$ cat config.mk
export PLATFORM = sky130hd
export DESIGN_NAME = touch_key_trimmed_mean_detector
export DESIGN_NICKNAME = d
export VERILOG_FILES = /design/src/rtl/core/tktm_pkg.sv /design/src/rtl/core/touch_key_trimmed_mean_detector.sv
export SDC_FILE = /design/constraint.sdc
export NUM_CORES = 2
export LEC_CHECK = 0
export BUFFER_PORTS_ARGS = -buffer_cell sky130_fd_sc_hd__buf_2
export CAP_MARGIN = 20
export CORE_ASPECT_RATIO = 1.2
export CORE_MARGIN = 10
export CORE_UTILIZATION = 40
export CTS_CLUSTER_SIZE = 16
export DETAILED_ROUTE_END_ITERATION = 10
export HOLD_SLACK_MARGIN = 0.03
export MAX_ROUTING_LAYER = met4
export PLACE_DENSITY_LB_ADDON = 0.05
export SYNTH_ARGS = -nofsm -noshare
export SYNTH_HDL_FRONTEND = slang
export SYNTH_SLANG_ARGS = --single-unit
export TNS_END_PERCENT = 20
$ cat constraint.sdc
create_clock -name clk -period 11.1 [get_ports clk]
set_clock_uncertainty 0.05 [all_clocks]
set_input_delay 0 -clock clk [delete_from_list [all_inputs] [get_ports clk]]
set_output_delay 0 -clock clk [all_outputs]
set_load 0.01 [all_outputs]
$ cat src/rtl/core/tktm_pkg.sv
// Shared constants for the touch-key trimmed-mean detector.
`timescale 1ns / 1ps

package tktm_pkg;

  // Sample field width on the ports and the number of sample bits kept.
  localparam int TIME_W      = 32;
  localparam int SAMPLE_BITS = 32;

  // Group bookkeeping.
  localparam int CNT_W = 4;
  localparam logic [CNT_W-1:0] GROUP_LAST = CNT_W'(9);  // tenth sample closes a group
  localparam logic [CNT_W-1:0] GROUP_SIZE = CNT_W'(10);

  // Sum of ten samples fits in 36 bits without wrapping.
  localparam int SUM_W = 36;

  // Divide by eight after trimming.
  localparam int TRIM_SHIFT = 3;

  localparam logic [TIME_W-1:0] MIN_RESET = {TIME_W{1'b1}};

  // floor(b / 10) == (b * RECIP_TEN) >> RECIP_SHIFT for every 32-bit b.
  localparam logic [TIME_W-1:0] RECIP_TEN   = 32'hCCCC_CCCD;
  localparam int                RECIP_SHIFT = 35;
  localparam int                PROD_W      = 2 * TIME_W;

  // Threshold width: baseline plus a tenth never wraps at 33 bits.
  localparam int LIMIT_W = TIME_W + 1;

endpackage

$ cat src/rtl/core/touch_key_trimmed_mean_detector.sv
// Touch-key trimmed-mean detector: group filter, baseline and touch decision.
`timescale 1ns / 1ps

// Usage
// - Input channel (in_valid / in_stall): one beat carries one charge-time
//   sample in in_sample_time, or a missed capture flagged by in_missed.
//   A missed beat drops the group in progress and yields no result.
// - Every tenth good sample closes a group: min and max are trimmed, the
//   remaining eight are averaged (divide by 8, round down).
// - Result channel (out_valid / out_stall): one beat per closed group with
//   out_filtered_time, out_is_baseline (first group after reset, stored as
//   the untouched baseline) and out_touched (mean above baseline + 1/10).
// - Throughput: one input beat per cycle while in_stall is low. The group
//   accumulator updates at the accept edge; the closing beat's totals go to
//   the stage A register, then the trimmed sum to stage B, then the output
//   register, which drives the ports.
// - Reset (rst_n low, synchronous): the group is cleared, the baseline is
//   forgotten and all pipeline stages are emptied.
// - Receiver stall: the output register holds its beat; the stages behind
//   it keep filling until a closed group has no free slot, and only then
//   is in_stall raised.

module touch_key_trimmed_mean_detector (
  input  logic                        clk,
  input  logic                        rst_n,
  input  logic                        in_valid,
  output logic                        in_stall,
  input  logic [tktm_pkg::TIME_W-1:0] in_sample_time,
  input  logic                        in_missed,
  output logic                        out_valid,
  input  logic                        out_stall,
  output logic [tktm_pkg::TIME_W-1:0] out_filtered_time,
  output logic                        out_is_baseline,
  output logic                        out_touched
);

  // Group accumulator.
  logic [tktm_pkg::CNT_W-1:0]   sample_count_r, sample_count_nxt;
  logic [tktm_pkg::TIME_W-1:0]  group_min_r, group_min_nxt;
  logic [tktm_pkg::TIME_W-1:0]  group_max_r, group_max_nxt;
  logic [tktm_pkg::SUM_W-1:0]   group_sum_r, group_sum_nxt;

  // Closed group waiting for trim (stage A).
  logic                         a_valid_r, a_valid_nxt;
  logic [tktm_pkg::TIME_W-1:0]  a_min_r, a_max_r;
  logic [tktm_pkg::SUM_W-1:0]   a_sum_r;

  // Trimmed sum (stage B).
  logic                         b_valid_r, b_valid_nxt;
  logic [tktm_pkg::SUM_W-1:0]   b_trim_r;

  // Output register.
  logic                         out_valid_r, out_valid_nxt;
  logic [tktm_pkg::TIME_W-1:0]  out_time_r;
  logic                         out_base_r;
  logic                         out_touch_r;

  // Baseline and its touch threshold.
  logic                         calibrated_r;
  logic [tktm_pkg::TIME_W-1:0]  baseline_r;
  logic [tktm_pkg::PROD_W-1:0]  tenth_prod_r;
  logic [tktm_pkg::LIMIT_W-1:0] limit_r;

  logic                         c_ready, b_move, b_free, a_move, a_free;
  logic                         in_fire, good_fire, group_done;
  logic [tktm_pkg::TIME_W-1:0]  sample;
  logic [tktm_pkg::TIME_W-1:0]  upd_min, upd_max;
  logic [tktm_pkg::SUM_W-1:0]   upd_sum;
  logic [tktm_pkg::TIME_W-1:0]  mean;

  // Flow control: each stage advances when the one ahead has room.
  assign c_ready   = !out_valid_r || !out_stall;
  assign b_move    = b_valid_r && c_ready;
  assign b_free    = !b_valid_r || c_ready;
  assign a_move    = a_valid_r && b_free;
  assign a_free    = !a_valid_r || b_free;
  assign in_stall  = !a_free;
  assign in_fire   = in_valid && a_free;
  assign good_fire = in_fire && !in_missed;
  assign group_done = good_fire && (sample_count_r == tktm_pkg::GROUP_LAST);

  // Keep only the configured sample bits.
  assign sample = tktm_pkg::TIME_W'(in_sample_time[tktm_pkg::SAMPLE_BITS-1:0]);

  assign upd_min = (sample < group_min_r) ? sample : group_min_r;
  assign upd_max = (sample > group_max_r) ? sample : group_max_r;
  assign upd_sum = group_sum_r + tktm_pkg::SUM_W'(sample);

  always_comb begin
    sample_count_nxt = sample_count_r;
    group_min_nxt    = group_min_r;
    group_max_nxt    = group_max_r;
    group_sum_nxt    = group_sum_r;
    if ((in_fire && in_missed) || group_done) begin
      // Drop the group on a miss, restart it after the tenth sample.
      sample_count_nxt = '0;
      group_min_nxt    = tktm_pkg::MIN_RESET;
      group_max_nxt    = '0;
      group_sum_nxt    = '0;
    end else if (good_fire) begin
      sample_count_nxt = sample_count_r + tktm_pkg::CNT_W'(1);
      group_min_nxt    = upd_min;
      group_max_nxt    = upd_max;
      group_sum_nxt    = upd_sum;
    end
  end

  always_comb begin
    a_valid_nxt   = group_done ? 1'b1 : (a_move ? 1'b0 : a_valid_r);
    b_valid_nxt   = a_move ? 1'b1 : (b_move ? 1'b0 : b_valid_r);
    out_valid_nxt = b_move || (out_valid_r && out_stall);
  end

  always_ff @(posedge clk) begin
    if (!rst_n) begin
      sample_count_r <= '0;
      group_min_r    <= tktm_pkg::MIN_RESET;
      group_max_r    <= '0;
      group_sum_r    <= '0;
      a_valid_r      <= 1'b0;
      b_valid_r      <= 1'b0;
      out_valid_r    <= 1'b0;
    end else begin
      sample_count_r <= sample_count_nxt;
      group_min_r    <= group_min_nxt;
      group_max_r    <= group_max_nxt;
      group_sum_r    <= group_sum_nxt;
      a_valid_r      <= a_valid_nxt;
      b_valid_r      <= b_valid_nxt;
      out_valid_r    <= out_valid_nxt;
    end
  end

  // Capture the closed group's totals, including the tenth sample.
  always_ff @(posedge clk) begin
    if (group_done) begin
      a_min_r <= upd_min;
      a_max_r <= upd_max;
      a_sum_r <= upd_sum;
    end
  end

  // Trim min and max off the sum.
  always_ff @(posedge clk) begin
    if (a_move) begin
      b_trim_r <= a_sum_r - tktm_pkg::SUM_W'(a_min_r) - tktm_pkg::SUM_W'(a_max_r);
    end
  end

  // Eight samples remain, so the mean is a shift and always fits 32 bits.
  assign mean = b_trim_r[tktm_pkg::TRIM_SHIFT +: tktm_pkg::TIME_W];

  always_ff @(posedge clk) begin
    if (b_move) begin
      out_time_r  <= mean;
      out_base_r  <= !calibrated_r;
      out_touch_r <= calibrated_r && ({1'b0, mean} > limit_r);
    end
  end

  // First result after reset becomes the baseline.
  always_ff @(posedge clk) begin
    if (!rst_n) begin
      calibrated_r <= 1'b0;
      baseline_r   <= '0;
    end else if (b_move && !calibrated_r) begin
      calibrated_r <= 1'b1;
      baseline_r   <= mean;
    end
  end

  // Threshold baseline + baseline/10, registered in tenth_prod_r and then
  // limit_r after the baseline is stored; it settles long before the next group can close.
  always_ff @(posedge clk) begin
    tenth_prod_r <= tktm_pkg::PROD_W'(baseline_r) * tktm_pkg::PROD_W'(tktm_pkg::RECIP_TEN);
    limit_r      <= tktm_pkg::LIMIT_W'(baseline_r)
                  + tktm_pkg::LIMIT_W'(tenth_prod_r[tktm_pkg::PROD_W-1:tktm_pkg::RECIP_SHIFT]);
  end

  assign out_valid         = out_valid_r;
  assign out_filtered_time = out_time_r;
  assign out_is_baseline   = out_base_r;
  assign out_touched       = out_touch_r;

  // A baseline beat never reports a touch.
  a_no_touch_on_base: assert property (@(posedge clk) disable iff (!rst_n)
    out_valid_r |-> !(out_base_r && out_touch_r))
    else $error("baseline beat flagged as touched");

  // Once a baseline beat is out, the block is calibrated.
  a_base_sets_cal: assert property (@(posedge clk) disable iff (!rst_n)
    (out_valid_r && out_base_r) |-> calibrated_r)
    else $error("baseline beat without calibration");

  // The group counter wraps before reaching the group size.
  a_count_range: assert property (@(posedge clk) disable iff (!rst_n)
    sample_count_r < tktm_pkg::GROUP_SIZE)
    else $error("sample count out of range");

  // A missed capture restarts the group.
  a_miss_clears: assert property (@(posedge clk) disable iff (!rst_n)
    (in_fire && in_missed) |=> (sample_count_r == '0 && group_sum_r == '0))
    else $error("missed capture did not clear the group");

  // A partial group has min not above max.
  a_min_le_max: assert property (@(posedge clk) disable iff (!rst_n)
    (sample_count_r != '0) |-> (group_min_r <= group_max_r))
    else $error("group min above group max");

endmodule

==> impl_metrics.tcl <==
set metrics [dict create \
    worst_pin_slew_ns 1.05 \
    hold_end "b_valid_r$_SDFFE_PN0P_" \
    netlist.area_leader.share 0.228 \
    yosys_register_bits 366 \
    die_width_um 297 \
    whs_path_depth 2 \
    antenna_found_initial 1 \
    fin_area_um2 40300 \
    synth_area_leader_cell "fa_1" \
    crit_type "flip-flop to flip-flop" \
    async_flop_share 0 \
    hp-class "primary input to flip-flop" \
    regArea_um2 8980 \
    via_per_inst 5.15 \
    vdd_drop_max_mv 0.123 \
    drt-total-wl_um 114000 \
    grt_use_total 0.226 \
    initial_utilization 0.404 \
    cp.required_ns 11.50 \
    cts_made_buffers 42 \
    ctsRootBufferMaster "clkbuf_16" \
    worst_path_most_repeated_cell "fa_1" \
    cap_violations 0 \
    grt_pass1_wl_um 174000 \
    r2r_end "tenth_prod_r[57]$_DFF_P_" \
    synth_nets 4658 \
    status "finished, final reports clean" \
    synth_area_leaders "fa_1, ha_1, edfxtp_1" \
    max_stage_delay_ns 0.69 \
    clock_latency_ns 0.58 \
    holdWs_ns 0.101 \
    synth_cells 3665 \
    placed_area_um2 38600 \
    io_buffers 72 \
    powerDensity_nw_per_um2 78.0 \
    ant_nets 0 \
    multi_input_area_um2 24500 \
    vias 25800 \
    core_um2 91000 \
    hold_path.startpoint "rst_n" \
    htreeDepth 2 \
    die_h_um 352 \
    layout_setup_ws_ns 2.37 \
    drc 0 \
    drt-initial-drc-count 1310 \
    gr-total-overflow 0 \
    rsz0062_at_grt "false" \
    r2r_start "baseline_r[16]$_SDFFE_PN0P_" \
    clkSinkCount 366 \
    slew_headroom 0.297 \
    pre_cts_slack_ns 2.40 \
    place.gp.congestion 0.945 \
    path_max_fanout 7 \
    hold_buffers 35 \
    drtPass1Iterations 5 \
    fin_cells 5022 \
    path_clk_slew_ns 0.06 \
    first_global_vias 28000 \
    finalCriticalPeriod_ns 8.73 \
    ys_warn_count 0 \
    post-route-util 0.443 \
    dominantRegCellSynth "dfxtp_1" \
    setup_tns_ns 0 \
    final-hold-violation-count 0 \
    dp_hpwl_um 96500 \
    maxSlewViolCount 0 \
    fill_cells 8740 \
    row_count 121 \
    worst_setup_path_start_kind "flip-flop" \
    syn_area_per_cell_um2 10.0 \
    ys_types 78 \
    crit_chain "ha_1 > inv_1 > fa_1 > inv_1 > fa_1 > inv_1 > fa_1 > inv_1 > fa_1 > fa_1 > fa_1 > inv_1 > fa_1 > inv_1 > ha_1 > and4_1 > nand4_1 > o31ai_1 > a31oi_2 > a31oi_1 > a21oi_1 > a31o_2 > o21ba_2 > xnor2_1" \
    cts_tree "done" \
    fin_nets 4751 \
    power.total_mw 3.14 \
    syn_area_um2 36700 \
    p_leak_nw 20.5 \
    postCtsResizedCells 0 \
    drive_gt1_frac 0.0670 \
    clockBufferDepth 3 \
    grt_max_degree 60 \
    wl_per_cell_um 22.7 \
    syn2layout_area_growth_pct 9.73 \
    placed_cells 4909 \
    num_io_pins 73 \
    cts_setup_buffers 0 \
    fp.dieArea_um2 104000 \
    fmax_ghz 0.115 \
    regToRegSetupSlack_ns 2.37 \
    worst-r2r-cell-count 24 \
    crit_arrival_ns 9.13 \
    setup_violations 0 \
    synth-edff-count 165 \
    slowest_stage "a31oi_1" \
    synth_seq_area_share 0.244 \
    endpoint_kind "flip-flop" \
    period_share 0.786 \
]
[layout by cell type, fill, tap and decap left out, types with 72 or more instances in the layout]
master	n
a21o_1	122
a21oi_1	165
buf_2	72
dfxtp_1	201
edfxtp_1	165
fa_1	419
ha_1	537
inv_1	805
nand2_1	199
nor2_1	121
o21ai_0	109
xnor2_1	94
[flip-flops by register name (all words and copies together) (netlist names), 4 cells and up]
name / count
a_max_r: 32
a_min_r: 32
a_sum_r: 35
b_trim_r: 32
baseline_r: 32
group_max_r: 32
group_min_r: 32
group_sum_r: 35
limit_r: 33
out_filtered_time: 32
sample_count_r: 4
tenth_prod_r: 29
[Yosys cell counts (all sizes together), types with 5 or more instances]
library cell  instances
dfxtp               201
or2                  10
nand2b               19
nand3                32
mux2i                36
buf                  18
xor2                 65
and3                 15
and2                 14
o21ai               119
mux2                 60
a21oi               167
a21o                122
a221oi                6
and4                  9
or4                   6
a21boi               40
xnor2                94
o211ai               11
a2111oi               6
nor4                 35
nor3                 20
fa                  419
a41oi                 5
o21a                 28
inv                 806
a31oi                50
nor2b                29
a211oi               14
edfxtp              165
nor2                123
o21bai               19
clkbuf               60
or3                   6
nand2               199
a211o                 5
nand4                38
ha                  537
[power by group]
part | switching (mW) | leakage (nW) | internal, mW
clock | 0.590 | 0.690 | 0.870
sequential | 0.0100 | 3.12 | 1.42
combinational | 0.146 | 16.6 | 0.105
[layout make-up]
| cell class | instances | area share |
|---|---|---|
| Antenna cell | 1 | 0.0000621 |
| Clock buffer | 62 | 0.0299 |
| Clock inverter | 15 | 0.00506 |
| Inverter | 806 | 0.0750 |
| Multi-Input combinational cell | 2415 | 0.608 |
| Sequential cell | 366 | 0.223 |
| Tap cell | 1230 | 0.0382 |
| Timing Repair Buffer | 127 | 0.0214 |
[logic make-up (layout without fill, tap and decap cells)]
family | Yosys count | after routing | synth area share
AOI/OAI and AO/OA | 638 | 638 | 0.113
xor gates and xnor gates | 159 | 159 | 0.0379
adders and majority gates | 956 | 956 | 0.411
buffers and inverters | 884 | 1010 | 0.0907
DFF | 366 | 366 | 0.244
muxes | 96 | 96 | 0.0282
other | 0 | 1 | 0
and+or+nand+nor | 566 | 566 | 0.0745
[metal layers]
| layer | part of all wire | vias to the layer above | track usage |
|---|---|---|---|
| met3 | 0.025 | 121 | 0.0157 |
| met1 | 0.42 | 13000 | 0.272 |
| met4 | 0.028 | 0 | 0.0596 |
| met5 | 0 | - | - |
| li1 | - | 12300 | - |
| met2 | 0.52 | 435 | 0.401 |
[worst max-delay path, delay by kind of cell, from the launching register on]
kind / cells / cell delay, ns
xor gates and xnor gates: 1 / 0.30
buffers and inverters: 6 / 0.44
DFF: 1 / 0.59
and+or+nand+nor: 2 / 0.45
AOI/OAI and AO/OA: 6 / 2.40
adders and majority gates: 9 / 4.37
[how the worst max path moves through the flow]
stage / from / endpoint / slack [ns] / cells past startpoint
2_1_floorplan: baseline_r[16]$_SDFFE_PN0P_ / tenth_prod_r[63]$_DFF_P_ / 4.02 / 24
3_3_place_gp: baseline_r[16]$_SDFFE_PN0P_ / tenth_prod_r[57]$_DFF_P_ / 2.45 / 24
3_5_place_dp: baseline_r[16]$_SDFFE_PN0P_ / tenth_prod_r[57]$_DFF_P_ / 2.40 / 24
4_1_cts: baseline_r[16]$_SDFFE_PN0P_ / tenth_prod_r[57]$_DFF_P_ / 2.37 / 24
5_1_grt: baseline_r[8]$_SDFFE_PN0P_ / tenth_prod_r[57]$_DFF_P_ / 2.01 / 24
6_report: baseline_r[16]$_SDFFE_PN0P_ / tenth_prod_r[57]$_DFF_P_ / 2.37 / 24
Note: power is estimated with default switching activity, not from simulation.
